## config.mk

```make
export PLATFORM = sky130hd
export DESIGN_NAME = tree_wave_termination_detector_unit
export DESIGN_NICKNAME = d
export VERILOG_FILES = /design/src/rtl/core/twtd_pkg.sv /design/src/rtl/core/twtd_topo.sv /design/src/rtl/core/twtd_core.sv /design/src/rtl/core/twtd_emit.sv /design/src/rtl/core/tree_wave_termination_detector_unit.sv
export SDC_FILE = /design/constraint.sdc
export NUM_CORES = 2
export LEC_CHECK = 0
export BUFFER_PORTS_ARGS = -buffer_cell sky130_fd_sc_hd__buf_2
export CAP_MARGIN = 25
export CELL_PAD_IN_SITES_DETAIL_PLACEMENT = 1
export CELL_PAD_IN_SITES_GLOBAL_PLACEMENT = 1
export CORE_MARGIN = 2
export CORE_UTILIZATION = 43
export DETAILED_ROUTE_END_ITERATION = 8
export GPL_ROUTABILITY_DRIVEN = 1
export PLACE_DENSITY = 0.78
export SLEW_MARGIN = 30
export SYNTH_ARGS = -nofsm -noshare
export SYNTH_HDL_FRONTEND = slang
export SYNTH_SLANG_ARGS = --single-unit
```

## constraint.sdc

```tcl
create_clock -name clk -period 15.8 [get_ports clk]
set_input_delay 3.16 -clock clk [delete_from_list [all_inputs] [get_ports clk]]
set_output_delay 3.16 -clock clk [all_outputs]
set_load 0.01 [all_outputs]
```

## src/rtl/core/twtd_pkg.sv

```systemverilog
// shared types, codes and sizes for the tree wave termination detector
// no dependencies; imported by every module of the block
package twtd_pkg;

  localparam int RANK_W  = 10;
  localparam int COUNT_W = 11;
  localparam int TOTAL_W = 64;
  localparam int CMD_W   = 3;
  // run length and child count field, wide enough for an arity of up to 7
  localparam int RUN_W   = 3;

  localparam int DEF_ARITY       = 4;
  localparam int DEF_MAX_RANKS   = 1024;
  localparam int DEF_COUNT_WIDTH = 64;

  typedef enum logic [CMD_W-1:0] {
    CMD_START = 3'd0,
    CMD_SEND  = 3'd1,
    CMD_RECV  = 3'd2,
    CMD_CTRL  = 3'd3,
    CMD_RESP  = 3'd4,
    CMD_TERM  = 3'd5
  } cmd_t;

  typedef enum logic [1:0] {
    KIND_CTRL = 2'd0,
    KIND_RESP = 2'd1,
    KIND_TERM = 2'd2,
    KIND_DONE = 2'd3
  } kind_t;

  typedef enum logic [0:0] {
    REG_NODE_RANK  = 1'b0,
    REG_RANK_COUNT = 1'b1
  } cfg_reg_t;

  // tree position of this node
  typedef struct packed {
    logic              root;
    logic              single;
    logic [RANK_W-1:0] rank;
    logic [RANK_W-1:0] first;
    logic [RUN_W-1:0]  kids;
    logic [RANK_W-1:0] parent;
  } topo_t;

  // first result of a run plus what follows it
  typedef struct packed {
    logic               valid;
    kind_t              kind;
    logic [RANK_W-1:0]  dest;
    logic [TOTAL_W-1:0] sent;
    logic [TOTAL_W-1:0] recv;
    logic               last;
    logic [RUN_W-1:0]   rem;
    logic               tail;
    logic [RANK_W-1:0]  own;
  } desc_t;

endpackage

```

## src/rtl/core/twtd_topo.sv

```systemverilog
// tree position decode: first child, child count and parent from rank and rank count
// depends on twtd_pkg
module twtd_topo #(
  parameter int ARITY     = twtd_pkg::DEF_ARITY,
  parameter int MAX_RANKS = twtd_pkg::DEF_MAX_RANKS
) (
  input  logic [twtd_pkg::RANK_W-1:0]  node_rank,
  input  logic [twtd_pkg::COUNT_W-1:0] rank_count,
  output twtd_pkg::topo_t              topo
);
  import twtd_pkg::*;

  localparam int PEND_W    = $clog2(ARITY + 1);
  localparam int FIRST_W   = RANK_W + PEND_W;
  localparam int DIV_SHIFT = 13;
  localparam int DIV_MULT  = (2**DIV_SHIFT + ARITY - 1) / ARITY;
  localparam int PROD_W    = RANK_W + DIV_SHIFT + 1;

  logic [COUNT_W-1:0] n_eff;
  logic [FIRST_W-1:0] first_full;
  logic [FIRST_W-1:0] n_ext;
  logic [FIRST_W-1:0] diff;
  logic [RUN_W-1:0]   kids;
  logic [RANK_W-1:0]  rank_m1;
  logic [PROD_W-1:0]  prod;

  always_comb begin
    n_eff = rank_count;
    if (rank_count == '0) n_eff = COUNT_W'(1);
    if (32'(rank_count) > 32'(MAX_RANKS)) n_eff = COUNT_W'(MAX_RANKS);
  end

  assign first_full = FIRST_W'(FIRST_W'(node_rank) * FIRST_W'(ARITY)) + FIRST_W'(1);
  assign n_ext      = FIRST_W'(n_eff);
  assign diff       = (n_ext > first_full) ? (n_ext - first_full) : '0;
  assign kids       = (diff < FIRST_W'(ARITY)) ? RUN_W'(diff) : RUN_W'(ARITY);

  // divide by arity through a scaled reciprocal, exact for ten-bit ranks
  assign rank_m1 = node_rank - RANK_W'(1);
  assign prod    = PROD_W'(rank_m1) * PROD_W'(DIV_MULT);

  assign topo.root   = (node_rank == '0);
  assign topo.single = (n_eff == COUNT_W'(1));
  assign topo.rank   = node_rank;
  assign topo.first  = first_full[RANK_W-1:0];
  assign topo.kids   = kids;
  assign topo.parent = prod[DIV_SHIFT +: RANK_W];

endmodule

```

## src/rtl/core/twtd_core.sv

```systemverilog
// input register, counters and wave state; turns one item into a result run descriptor
// depends on twtd_pkg
module twtd_core #(
  parameter int ARITY       = twtd_pkg::DEF_ARITY,
  parameter int COUNT_WIDTH = twtd_pkg::DEF_COUNT_WIDTH
) (
  input  logic                         clk,
  input  logic                         rst,
  input  logic                         in_valid,
  output logic                         in_ready,
  input  logic [twtd_pkg::CMD_W-1:0]   command,
  input  logic [twtd_pkg::TOTAL_W-1:0] child_sent,
  input  logic [twtd_pkg::TOTAL_W-1:0] child_recv,
  input  twtd_pkg::topo_t              topo,
  input  logic                         emit_free,
  output twtd_pkg::desc_t              desc
);
  import twtd_pkg::*;

  localparam int PEND_W = $clog2(ARITY + 1);
  localparam int CW     = COUNT_WIDTH;

  logic                 item_valid;
  logic [CMD_W-1:0]     cmd_q;
  logic [CW-1:0]        cs_q;
  logic [CW-1:0]        cr_q;

  logic [CW-1:0]        local_sent, local_sent_next;
  logic [CW-1:0]        local_recv, local_recv_next;
  logic [CW-1:0]        acc_sent, acc_sent_next;   // wave total plus local count
  logic [CW-1:0]        acc_recv, acc_recv_next;
  logic [CW-1:0]        prior_sent, prior_sent_next;
  logic [CW-1:0]        prior_recv, prior_recv_next;
  logic [PEND_W-1:0]    pending, pending_next;
  logic                 done, done_next;

  logic [CW-1:0]        sum_sent, sum_recv;
  logic [CW-1:0]        resp_sent, resp_recv;
  logic [PEND_W-1:0]    pend_dec;
  logic                 do_check, do_ctrl, do_term, do_resp;
  logic                 has_res;
  logic                 fire;
  logic                 match;

  assign fire     = item_valid && (!has_res || emit_free);
  assign in_ready = !item_valid || fire;

  always_ff @(posedge clk) begin
    if (rst) begin
      item_valid <= 1'b0;
    end else if (in_ready) begin
      item_valid <= in_valid;
    end
    if (in_ready && in_valid) begin
      cmd_q <= command;
      cs_q  <= child_sent[CW-1:0];
      cr_q  <= child_recv[CW-1:0];
    end
  end

  always_ff @(posedge clk) begin
    if (rst) begin
      local_sent <= '0;
      local_recv <= '0;
      acc_sent   <= '0;
      acc_recv   <= '0;
      prior_sent <= '0;
      prior_recv <= '0;
      pending    <= '0;
      done       <= 1'b0;
    end else if (fire) begin
      local_sent <= local_sent_next;
      local_recv <= local_recv_next;
      acc_sent   <= acc_sent_next;
      acc_recv   <= acc_recv_next;
      prior_sent <= prior_sent_next;
      prior_recv <= prior_recv_next;
      pending    <= pending_next;
      done       <= done_next;
    end
  end

  assign sum_sent = acc_sent + ((cmd_t'(cmd_q) == CMD_RESP) ? cs_q : '0);
  assign sum_recv = acc_recv + ((cmd_t'(cmd_q) == CMD_RESP) ? cr_q : '0);
  assign pend_dec = (pending != '0) ? pending - PEND_W'(1) : '0;
  assign match    = (sum_sent == sum_recv) && (prior_sent == prior_recv) &&
                    (sum_sent == prior_sent) && (sum_sent != '0);

  always_comb begin
    local_sent_next = local_sent;
    local_recv_next = local_recv;
    acc_sent_next   = acc_sent;
    acc_recv_next   = acc_recv;
    prior_sent_next = prior_sent;
    prior_recv_next = prior_recv;
    pending_next    = pending;
    done_next       = done;
    do_check        = 1'b0;
    do_ctrl         = 1'b0;
    do_term         = 1'b0;
    do_resp         = 1'b0;
    resp_sent       = sum_sent;
    resp_recv       = sum_recv;

    unique case (cmd_t'(cmd_q)) inside
      CMD_START, CMD_CTRL: begin
        if (topo.root) begin
          pending_next = PEND_W'(topo.kids);
          if (topo.single) do_check = 1'b1;
          else do_ctrl = 1'b1;
        end else if (cmd_t'(cmd_q) == CMD_CTRL) begin
          pending_next = PEND_W'(topo.kids);
          if (topo.kids != '0) begin
            do_ctrl = 1'b1;
          end else begin
            // leaf answers with its own counts, wave totals untouched
            do_resp   = 1'b1;
            resp_sent = local_sent;
            resp_recv = local_recv;
          end
        end
      end
      CMD_SEND: begin
        if (!done) begin
          local_sent_next = local_sent + CW'(1);
          acc_sent_next   = acc_sent + CW'(1);
        end
      end
      CMD_RECV: begin
        if (!done) begin
          local_recv_next = local_recv + CW'(1);
          acc_recv_next   = acc_recv + CW'(1);
        end
      end
      CMD_RESP: begin
        acc_sent_next = sum_sent;
        acc_recv_next = sum_recv;
        pending_next  = pend_dec;
        if (pend_dec == '0) do_check = 1'b1;
      end
      CMD_TERM: do_term = 1'b1;
      default: ;
    endcase

    if (do_check) begin
      acc_sent_next = local_sent;
      acc_recv_next = local_recv;
      if (topo.root) begin
        if (match) begin
          do_term = 1'b1;
          // the closing wave keeps its totals, the local counts stay on top
          acc_sent_next = sum_sent + local_sent;
          acc_recv_next = sum_recv + local_recv;
        end else begin
          prior_sent_next = sum_sent;
          prior_recv_next = sum_recv;
          if (!topo.single) begin
            pending_next = PEND_W'(topo.kids);
            do_ctrl      = 1'b1;
          end
        end
      end else begin
        do_resp      = 1'b1;
        pending_next = PEND_W'(topo.kids);
      end
    end

    if (do_term) done_next = 1'b1;
  end

  assign has_res = do_ctrl || do_term || do_resp;

  always_comb begin
    desc.valid = fire && has_res;
    desc.kind  = KIND_CTRL;
    desc.dest  = topo.first;
    desc.sent  = '0;
    desc.recv  = '0;
    desc.last  = (topo.kids == RUN_W'(1));
    desc.rem   = topo.kids - RUN_W'(1);
    desc.tail  = 1'b0;
    desc.own   = topo.rank;
    if (do_resp) begin
      desc.kind = KIND_RESP;
      desc.dest = topo.parent;
      desc.sent = TOTAL_W'(resp_sent);
      desc.recv = TOTAL_W'(resp_recv);
      desc.last = 1'b1;
      desc.rem  = '0;
    end else if (do_term) begin
      if (topo.kids != '0) begin
        desc.kind = KIND_TERM;
        desc.last = 1'b0;
        desc.tail = 1'b1;
      end else begin
        desc.kind = KIND_DONE;
        desc.dest = topo.rank;
        desc.last = 1'b1;
        desc.rem  = '0;
      end
    end
  end

  a_pending_range: assert property (@(posedge clk) disable iff (rst)
    32'(pending) <= ARITY)
    else $error("pending responses exceed arity");

  a_done_sticky: assert property (@(posedge clk) disable iff (rst)
    done |=> done)
    else $error("termination flag dropped");

  a_no_count_after_done: assert property (@(posedge clk) disable iff (rst)
    (fire && done && (cmd_t'(cmd_q) == CMD_SEND)) |=> $stable(local_sent))
    else $error("send counted after termination");

  a_ctrl_has_kids: assert property (@(posedge clk) disable iff (rst)
    (desc.valid && desc.kind == KIND_CTRL) |-> (topo.kids != '0))
    else $error("control run with no children");

endmodule

```

## src/rtl/core/twtd_emit.sv

```systemverilog
// result serializer: output register that walks a run of child messages and its tail
// depends on twtd_pkg
module twtd_emit (
  input  logic                          clk,
  input  logic                          rst,
  input  twtd_pkg::desc_t               desc,
  output logic                          emit_free,
  output logic                          out_valid,
  input  logic                          out_ready,
  output logic [1:0]                    message_kind,
  output logic [twtd_pkg::RANK_W-1:0]   dest_rank,
  output logic [twtd_pkg::TOTAL_W-1:0]  total_sent,
  output logic [twtd_pkg::TOTAL_W-1:0]  total_recv,
  output logic                          last
);
  import twtd_pkg::*;

  logic [RUN_W-1:0] rem;
  logic             tail;
  logic [RANK_W-1:0] own;
  logic             step;

  assign emit_free = !out_valid || (out_ready && last);
  assign step      = out_valid && out_ready;

  always_ff @(posedge clk) begin
    if (rst) begin
      out_valid <= 1'b0;
      rem       <= '0;
      tail      <= 1'b0;
    end else if (desc.valid) begin
      out_valid    <= 1'b1;
      message_kind <= desc.kind;
      dest_rank    <= desc.dest;
      total_sent   <= desc.sent;
      total_recv   <= desc.recv;
      last         <= desc.last;
      rem          <= desc.rem;
      tail         <= desc.tail;
      own          <= desc.own;
    end else if (step) begin
      if (last) begin
        out_valid <= 1'b0;
      end else if (rem != '0) begin
        // next child in the run
        dest_rank <= dest_rank + RANK_W'(1);
        rem       <= rem - RUN_W'(1);
        last      <= (rem == RUN_W'(1)) && !tail;
      end else begin
        // local termination notice closes the run
        message_kind <= KIND_DONE;
        dest_rank    <= own;
        total_sent   <= '0;
        total_recv   <= '0;
        last         <= 1'b1;
        tail         <= 1'b0;
      end
    end
  end

  a_load_when_free: assert property (@(posedge clk) disable iff (rst)
    desc.valid |-> emit_free)
    else $error("run loaded over a pending beat");

  a_more_to_come: assert property (@(posedge clk) disable iff (rst)
    (out_valid && !last) |-> ((rem != '0) || tail))
    else $error("non-final beat with nothing after it");

  a_tail_pending: assert property (@(posedge clk) disable iff (rst)
    tail |-> (out_valid && !last))
    else $error("tail pending on a final beat");

endmodule

```

## src/rtl/core/tree_wave_termination_detector_unit.sv

```systemverilog
// top level of one tree node of the four-counter wave termination detector
// depends on twtd_pkg, twtd_topo, twtd_core, twtd_emit
//
//   channel | signals                                              | role
//   --------+------------------------------------------------------+---------------------
//   in      | in_valid in_ready command child_sent child_recv      | one command per beat
//   out     | out_valid out_ready message_kind dest_rank           | one message per beat
//           | total_sent total_recv last                           |
//   cfg     | cfg_write cfg_index cfg_data                         | register write, no wait
//
// an item passes from the input register into the output register, from which its first
// beat leaves; counting items run at one per cycle while no item with results is waiting
// an item that makes results takes 1 to ARITY+1 output beats, one per cycle while out_ready
// is high; it waits in the input register until the prior run's last beat leaves
// synchronous reset clears all counters, the wave state and both valid flags;
// node_rank resets to 0 and rank_count to 1
// a stalled output keeps its beat; counting items still pass, the next item with results
// waits in the input register
module tree_wave_termination_detector_unit #(
  parameter int ARITY       = twtd_pkg::DEF_ARITY,
  parameter int MAX_RANKS   = twtd_pkg::DEF_MAX_RANKS,
  parameter int COUNT_WIDTH = twtd_pkg::DEF_COUNT_WIDTH
) (
  input  logic                          clk,
  input  logic                          rst,
  input  logic                          cfg_write,
  input  logic [0:0]                    cfg_index,
  input  logic [twtd_pkg::COUNT_W-1:0]  cfg_data,
  input  logic                          in_valid,
  output logic                          in_ready,
  input  logic [twtd_pkg::CMD_W-1:0]    command,
  input  logic [twtd_pkg::TOTAL_W-1:0]  child_sent,
  input  logic [twtd_pkg::TOTAL_W-1:0]  child_recv,
  output logic                          out_valid,
  input  logic                          out_ready,
  output logic [1:0]                    message_kind,
  output logic [twtd_pkg::RANK_W-1:0]   dest_rank,
  output logic [twtd_pkg::TOTAL_W-1:0]  total_sent,
  output logic [twtd_pkg::TOTAL_W-1:0]  total_recv,
  output logic                          last
);
  import twtd_pkg::*;

  logic [RANK_W-1:0]  node_rank;
  logic [COUNT_W-1:0] rank_count;
  topo_t              topo;
  desc_t              desc;
  logic               emit_free;

  always_ff @(posedge clk) begin
    if (rst) begin
      node_rank  <= '0;
      rank_count <= COUNT_W'(1);
    end else if (cfg_write) begin
      unique case (cfg_reg_t'(cfg_index))
        REG_NODE_RANK:  node_rank  <= cfg_data[RANK_W-1:0];
        REG_RANK_COUNT: rank_count <= cfg_data;
      endcase
    end
  end

  twtd_topo #(
    .ARITY     (ARITY),
    .MAX_RANKS (MAX_RANKS)
  ) u_topo (
    .node_rank  (node_rank),
    .rank_count (rank_count),
    .topo       (topo)
  );

  twtd_core #(
    .ARITY       (ARITY),
    .COUNT_WIDTH (COUNT_WIDTH)
  ) u_core (
    .clk        (clk),
    .rst        (rst),
    .in_valid   (in_valid),
    .in_ready   (in_ready),
    .command    (command),
    .child_sent (child_sent),
    .child_recv (child_recv),
    .topo       (topo),
    .emit_free  (emit_free),
    .desc       (desc)
  );

  twtd_emit u_emit (
    .clk          (clk),
    .rst          (rst),
    .desc         (desc),
    .emit_free    (emit_free),
    .out_valid    (out_valid),
    .out_ready    (out_ready),
    .message_kind (message_kind),
    .dest_rank    (dest_rank),
    .total_sent   (total_sent),
    .total_recv   (total_recv),
    .last         (last)
  );

endmodule

```

Word level (Yosys, flattened, before mapping)
Index checks and enable logic that the tools add are counted.
{"block": "totals", "romBits": 0, "ff_bits": 697, "mem_count": 0, "ram_bits": 0, "latchBits": 0, "inputBits": 148, "word_cells": 199, "output_inout_bits": 143}
{"block": "op_classes", "n_div": 0, "shifts": 0, "n_reduce_logical": 47, "n_eq_ne": 15, "magnitude_cmp": 3, "n_addsub": 15, "mul": 0, "mux": 92, "n_bitwise": 4}
{"cell": "64-bit 2-to-1 mux", "count": 23}
{"cell": "64-bit by 1-bit adder with 64-bit output, second input constant", "count": 4}
{"cell": "64-bit adder", "count": 4}
{"cell": "64-bit case mux with 2 select lines", "count": 2}
{"cell": "64-bit == test", "count": 3}
{"cell": "128-bit 2-to-1 mux", "count": 1}
{"cell": "64-bit nonzero test", "count": 1}
{"cell": "10-bit 2-to-1 mux", "count": 5}
{"cell": "3-bit 2-to-1 mux", "count": 13}
{"cell": "1-bit 2-to-1 mux", "count": 35}
{"cell": "12-bit 2-to-1 mux", "count": 2}
{"cell": "11-bit 2-to-1 mux", "count": 2}
{"cell": "3-bit AND reduction", "count": 7}
{"cell": "3-bit nonzero test", "count": 5}
{"cell": "12-bit by 1-bit adder with 13-bit output, second input constant", "count": 1}
{"cell": "11-bit by 13-bit greater-than comparator with 1-bit output", "count": 1}
{"cell": "13-bit by 3-bit less-than comparator with 1-bit output, second input constant", "count": 1}
{"cell": "13-bit 2-to-1 mux", "count": 1}
{"cell": "11-bit by 13-bit subtractor with 13-bit output", "count": 1}
{"cell": "2-bit AND reduction", "count": 6}
{"cell": "11-bit by 1-bit == test with 1-bit output, second input constant", "count": 1}
{"cell": "11-bit greater-than comparator, second input constant", "count": 1}
{"cell": "11-bit logical NOT", "count": 1}
{"cell": "10-bit by 1-bit adder with 10-bit output, second input constant", "count": 1}
{"cell": "21 further kinds", "count": 54}

Longest topological paths before layout
{"block": "logic_depth", "depth_word": 24, "ltp_mapped": 36, "ltp_nobuf": 33}

Hierarchy
From an unflattened synthesis, not the netlist that was laid out.
{"block": "unflattened", "cells_unflattened": 6626, "area_unflattened_um2": 54144.4}
{"mod": "twtd_core", "area_per_inst_um2": 46085.4, "n_inst": 1, "cells_each": 5997, "seq_area_each_um2": 11721.2}
{"mod": "twtd_emit", "area_per_inst_um2": 6133.4, "n_inst": 1, "cells_each": 396, "seq_area_each_um2": 4634.4}
{"mod": "twtd_topo", "area_per_inst_um2": 1044.8, "n_inst": 1, "cells_each": 149, "seq_area_each_um2": 0.0}
{"mod": "tree_wave_termination_detector_unit", "area_per_inst_um2": 880.8, "n_inst": 1, "cells_each": 84, "seq_area_each_um2": 420.4}

Least setup slack after synthesis
Ideal clock, no wire load.
{"block": "synth_path", "kind": "reg2reg", "start": "register u_core.cmd_q[1]", "end": "register u_emit.message_kind[0], enable pin", "t_required_ns": 14.983, "setup_slack_ns": -1.160, "stages_incl_launch_ff": 26, "arrival_ns": 16.143, "path_buffers": 4, "setup_time_ns": 0.817, "period_less_slack_ns": 16.960, "path_cell_list": "edfxtp_1 clkbuf_1 nor2_1 clkbuf_1 clkbuf_1 and3_1 ha_1 fa_1 a211oi_2 nor4b_2 o31ai_4 a31oi_2 a221oi_4 nor2_1 o21ai_1 xnor2_1 or3_1 a2111o_1 or4_1 a2111o_1 nor4_4 o21ai_2 a21bo_2 clkbuf_1 a21oi_1 a21boi_0"}
{"block": "synth_via", "elab_chain_len": 18, "elab_cells_between_ends": 42, "classes_between": "add/sub: 2; eq/ne: 7; mux: 19; reduce/logical: 14"}
{"item": "start, declared", "line_no": "twtd_core.sv:24", "source": "logic [CMD_W-1:0] cmd_q;"}
{"item": "start signal, assigned", "line_no": "twtd_core.sv:55", "source": "cmd_q <= command;"}
{"item": "3-bit == test (*)", "line_no": "twtd_core.sv:83", "source": "assign sum_sent = acc_sent + ((cmd_t'(cmd_q) == CMD_RESP) ? cs_q : '0);"}
{"item": "64-bit 2-to-1 mux (*)", "line_no": "twtd_core.sv:83"}
{"item": "64-bit adder (*)", "line_no": "twtd_core.sv:83"}
{"item": "net u_core.sum_sent[54]", "line_no": "twtd_core.sv:37", "source": "logic [CW-1:0] sum_sent, sum_recv;"}
{"item": "64-bit == test", "line_no": "twtd_core.sv:86", "source": "assign match = (sum_sent == sum_recv) && (prior_sent == prior_recv) &&"}
{"item": "1-bit logical AND (2 in a row)", "line_no": "twtd_core.sv:86"}
{"item": "1-bit logical AND (*)", "line_no": "twtd_core.sv:87", "source": "(sum_sent == prior_sent) && (sum_sent != '0);"}
{"item": "1-bit 2-to-1 mux", "line_no": "twtd_core.sv:149", "source": "if (match) begin"}
{"item": "1-bit 2-to-1 mux", "line_no": "twtd_core.sv:148", "source": "if (topo.root) begin"}
{"item": "1-bit 2-to-1 mux", "line_no": "twtd_core.sv:145", "source": "if (do_check) begin"}
{"item": "1-bit logical OR (*) (2 in a row)", "line_no": "twtd_core.sv:171", "source": "assign has_res = do_ctrl || do_term || do_resp;"}
{"item": "1-bit logical NOT", "line_no": "twtd_core.sv:45", "source": "assign fire = item_valid && (!has_res || emit_free);"}
{"item": "1-bit logical OR", "line_no": "twtd_core.sv:45"}
{"item": "1-bit logical AND", "line_no": "twtd_core.sv:45"}
{"item": "1-bit logical AND (*)", "line_no": "twtd_core.sv:174", "source": "desc.valid = fire && has_res;"}
{"item": "2-bit inequality test (no source line) / 2-bit nonzero test (equally long branches)"}
{"item": "4-bit AND reduction (no source line) (*)"}
{"item": "end signal, assigned", "line_no": "twtd_emit.sv:33", "source": "message_kind <= desc.kind;"}
{"item": "end, declared", "line_no": "twtd_emit.sv:10", "source": "output logic [1:0] message_kind,"}
Mark *: on every way through the listed nets, which the timed path passes. The rest lies on a longest branch.
A chain may end at the register's enable or synchronous reset.

Worst setup path in the final report
{"block": "layout_path", "start": "register u_core.cmd_q[1]", "end": "output port in_ready"}
{"block": "layout_via", "elab_chain_len": 16, "elab_cells_between_ends": 38, "classes_between": "add/sub: 2; eq/ne: 5; mux: 19; reduce/logical: 12"}
{"item": "3-bit == test", "line_no": "twtd_core.sv:83, twtd_core.sv:84"}
{"item": "64-bit 2-to-1 mux (on tied branches)", "line_no": "twtd_core.sv:83, twtd_core.sv:84"}
{"item": "64-bit adder (on tied branches)", "line_no": "twtd_core.sv:83, twtd_core.sv:84"}
{"item": "64-bit == test", "line_no": "twtd_core.sv:86"}
{"item": "1-bit logical AND (2 in a row)", "line_no": "twtd_core.sv:86"}
{"item": "1-bit logical AND", "line_no": "twtd_core.sv:87"}
{"item": "1-bit 2-to-1 mux", "line_no": "twtd_core.sv:149"}
{"item": "1-bit 2-to-1 mux", "line_no": "twtd_core.sv:148"}
{"item": "1-bit 2-to-1 mux", "line_no": "twtd_core.sv:145"}
{"item": "1-bit logical OR", "line_no": "twtd_core.sv:171"}
{"item": "1-bit logical OR (*)", "line_no": "twtd_core.sv:171"}
{"item": "1-bit logical NOT (*)", "line_no": "twtd_core.sv:45"}
{"item": "1-bit logical OR (*)", "line_no": "twtd_core.sv:45"}
{"item": "1-bit logical AND (*)", "line_no": "twtd_core.sv:45"}
{"item": "1-bit logical OR (*)", "line_no": "twtd_core.sv:46", "source": "assign in_ready = !item_valid || fire;"}
{"item": "end, declared", "line_no": "tree_wave_termination_detector_unit.sv:30", "source": "output logic in_ready,"}
Mark *: on every way between the ends. The rest lies on a longest branch, timed or not.

==> metrics.csv <==
metric,value,unit
status,finished clean,
Clock transition at path regs,0.06,ns
DR DRC count,0,
WL met3,12.10,mm
cell depth of the worst flop-to-flop path,27,
NetSw,1312,uW
"Remaining Overflow, GRT",0,
wl on met1,91.34,mm
ys async rst share,0,%
final setup violation count,0,
area post-placement,0.05462,sq mm
CP startpoint kind,flop,
syn nets,6764,
CTS resizes,0,
initial antenna violation count,10,
Synth area leaders,"edfxtp_1 16%, dfxtp_1 16%, ha_1 6.7%",
Worst Setup End Kind,output port,
min Tclk post-route,11.85,ns
Gate power share,12.3,%
buffers inserted by post-CTS timing repair,0,
yosys warns,0,
WP data arrival,8.69,ns
vias per cell,6.229,
Ports,291,
"Top FF cell, synth",dfxtp_1,
share of cells above drive strength 1,10.10,%
Routability Congestion,0.9673,
Fin Setup TNS,0,ns
ANT nets after route,0,
mean post-synth cell area,8.129,sq um
Mapped Cells,6335,
max_slew headroom,30.32,%
leak pwr,0.02397,uW
Post-Syn Area,0.05149,sq mm
Die Height,350.1,microns
uppermost layer routed,met5,
count of cell types in the netlist,103,
final wirelength,202.9,mm
Max Root-Sink Buffers,3,
Hold Fails Final Rpt,0,
"area leader, netlist",edfxtp_1,
Pint,3261,uW
Initial Utilization,43.49,%
worst path setup slack after routing,3.948,ns
PwrDens,79.49,mW/mm^2
cts bufs inserted,86,
Synth Register Bits,697,
CP Data Required Time,12.64,ns
Sw Ratio,28.69,%
Clock Skews,0.03256,ns
top cell type's share of synthesized area,16.44,%
CTS root buffer,clkbuf_16,
gr usage total,32.31,%
# hold bufs at CTS,0,
max-slew violation count,0,
post-synthesis sequential area ratio,32.58,%
DR WL/cell,24.80,microns
RSZ-0062 raised after global routing,no,
Clk network pwr share,44.8,%
Fill cells,14210,
die area,0.1225,sq mm
DR iter-0 viols,4297,
Post-synth EDFFs,282,
Hold Path Cell Cnt,2,
fin area,0.05753,sq mm
# rows,126,
Fmax,84.38,MHz
htree depth,3,
critical path type,reg2out,
CORE AREA,0.1184,sq mm
vias in the first global route,51060,
CTS tree,done,
Final Cycle Share,75.01,%
max cap viols,0,
Worst-Margin Slew,1.039,ns
worst-skew pair later-pin latency,0.72,ns
CP max FO,70,
first-pass iteration count of the detailed router,5,
Die W,350.1,microns
Final nets,6936,
clk sinks,697,
Hold WC Path Type,reg2reg,
Max IR drop VDD,90.75,uV
HPWL after DPL,152.2,mm
Layout area overhead,11.73,%
largest net degree at the start of global routing,180,
detailed-route via count,50960,
Post-Place Setup Slack,4.717,ns
Port-buffer cells,290,
Sequential Power Share,42.9,%
global-route wire length before repair,309.1,mm
metal2 WL,91.77,mm
==> per-stage QoR <==
stage / power (uW) / hold slack, ns / std cells / util (%)
global route: 4708 / 0.5171 / 8182 / 48.59
CTS: 4590 / 0.4843 / 8180 / 48.54
global placement: 2535 / 0.4655 / 8018 / 46.12
floorplan: 2334 / 0.4444 / 6335 / -
detailed placement: 2549 / 0.4703 / 8018 / 46.14
finish: 4573 / 0.4851 / 8182 / 48.59
==> kinds of logic (layout without fill, tap and decap cells) <==
kind of cell    count (synthesis)  after routing  share of synthesized area (%)
fa+ha+maj                     281            281                          6.886
other cells                     0              1                              0
compound gates               1781           1781                          21.63
mux                           234            234                          4.583
buf+inv                       486            732                          3.980
simple gates                 2371           2371                          22.06
xor+xnor                      485            485                          8.276
flops                         697            697                          32.58
==> cell type report <==
cell class / count / area (sq um) / area share, %
Tap cell: 1600 / 2002 / 3.480
Multi-Input combinational cell: 5152 / 32850 / 57.10
Timing Repair Buffer: 429 / 2525 / 4.389
Sequential cell: 697 / 16780 / 29.16
Clock inverter: 53 / 544.3 / 0.9460
Inverter: 141 / 529.3 / 0.9199
Antenna cell: 1 / 2.502 / 0.004349
Clock buffer: 109 / 2301 / 3.999
==> registers in the layout (all words and copies together) (netlist names), 64 cells and up <==
register           count
u_core.acc_recv       64
u_core.acc_sent       64
u_core.cr_q           64
u_core.cs_q           64
u_core.local_recv     64
u_core.local_sent     64
u_core.prior_recv     64
u_core.prior_sent     64
u_emit.total_recv     64
u_emit.total_sent     64
==> power groups by stage <==
| stage | combinational, uW | clock, uW | sequential (uW) |
|---|---|---|---|
| CTS | 555 | 2070 | 1960 |
| floorplan | 342 | 0 | 1990 |
| detailed placement | 551 | 0 | 2000 |
| global placement | 537 | 0 | 2000 |
| global route | 607 | 2140 | 1960 |
| finish | 564 | 2050 | 1960 |
==> worst max-delay path: stages, from the launching register on <==
cell and delay [ns]:
edfxtp_1 0.54, nor2_4 0.15, buf_4 0.54, buf_4 0.63, and3_1 0.27, ha_1 0.23, a211o_1 0.16, nor3b_1 0.29
o211ai_1 0.22, a2111oi_2 0.54, nor3b_2 0.16, a2111oi_0 0.92, o21ai_1 0.39, o21ai_0 0.33, and4_1 0.24, nor3_1 0.07
buf_4 0.20, or3_1 0.32, a2111o_1 0.46, nor4_4 0.14, buf_4 0.30, o21ai_2 0.10, nand2_1 0.21, and3_1 0.32
inv_1 0.06, buf_2 0.14
==> synthesized netlist by cell type (all sizes together), types with 20 or more instances <==
cell    instances
o31ai          63
or4            48
a211oi         50
a21oi         674
nor4           54
nand2         811
mux2i         220
and4           21
ha            277
nand2b         36
buf            76
a22o           36
dfxtp         415
and3          209
edfxtp        282
o211ai        130
a31oi          36
nand3         158
o21bai         39
nand4         139
or2            20
or3            93
a21o          124
and2           34
o21a           50
nor2b          53
clkbuf        269
xor2          246
xnor2         238
nor2          550
o21ai         381
inv           141
nor3          111
==> placed cells by master, fill, tap and decap left out, types with 39 or more instances in the layout <==
cell       count
nand2_1      807
a21oi_1      668
nor2_1       546
dfxtp_1      415
o21ai_0      357
buf_2        289
edfxtp_1     282
ha_1         277
xor2_1       243
xnor2_1      233
mux2i_1      220
and3_1       208
nand3_1      157
inv_1        141
nand4_1      136
buf_4        136
o211ai_1     130
a21o_1       122
nor3_1       110
or3_1         93
clkbuf_16     88
o31ai_1       62
nor4_1        53
nor2b_1       52
o21a_1        50
a211oi_1      48
or4_1         48
o21bai_1      39
==> worst paths after layout <==
| check | from | endpoint | slack, ns |
|---|---|---|---|
| worst max-delay path | u_core.cmd_q[1]$_DFFE_PP_ | in_ready | 3.95 |
| worst min register to register | rank_count[4]$_SDFFE_PP0P_ | rank_count[4]$_SDFFE_PP0P_ | 0.49 |
| worst min-delay path | rank_count[4]$_SDFFE_PP0P_ | rank_count[4]$_SDFFE_PP0P_ | 0.49 |
| worst max register to register | u_core.cmd_q[1]$_DFFE_PP_ | u_core.prior_sent[31]$_SDFFE_PP0P_ | 5.26 |
==> layer usage <==
metal | track usage (%) | vias up
met5 | 0 | -
met4 | 11.85 | 2
met3 | 4.358 | 383
met2 | 51.84 | 1583
met1 | 44.26 | 25500
li1 | - | 23500
(Power assumes the default switching activity.)
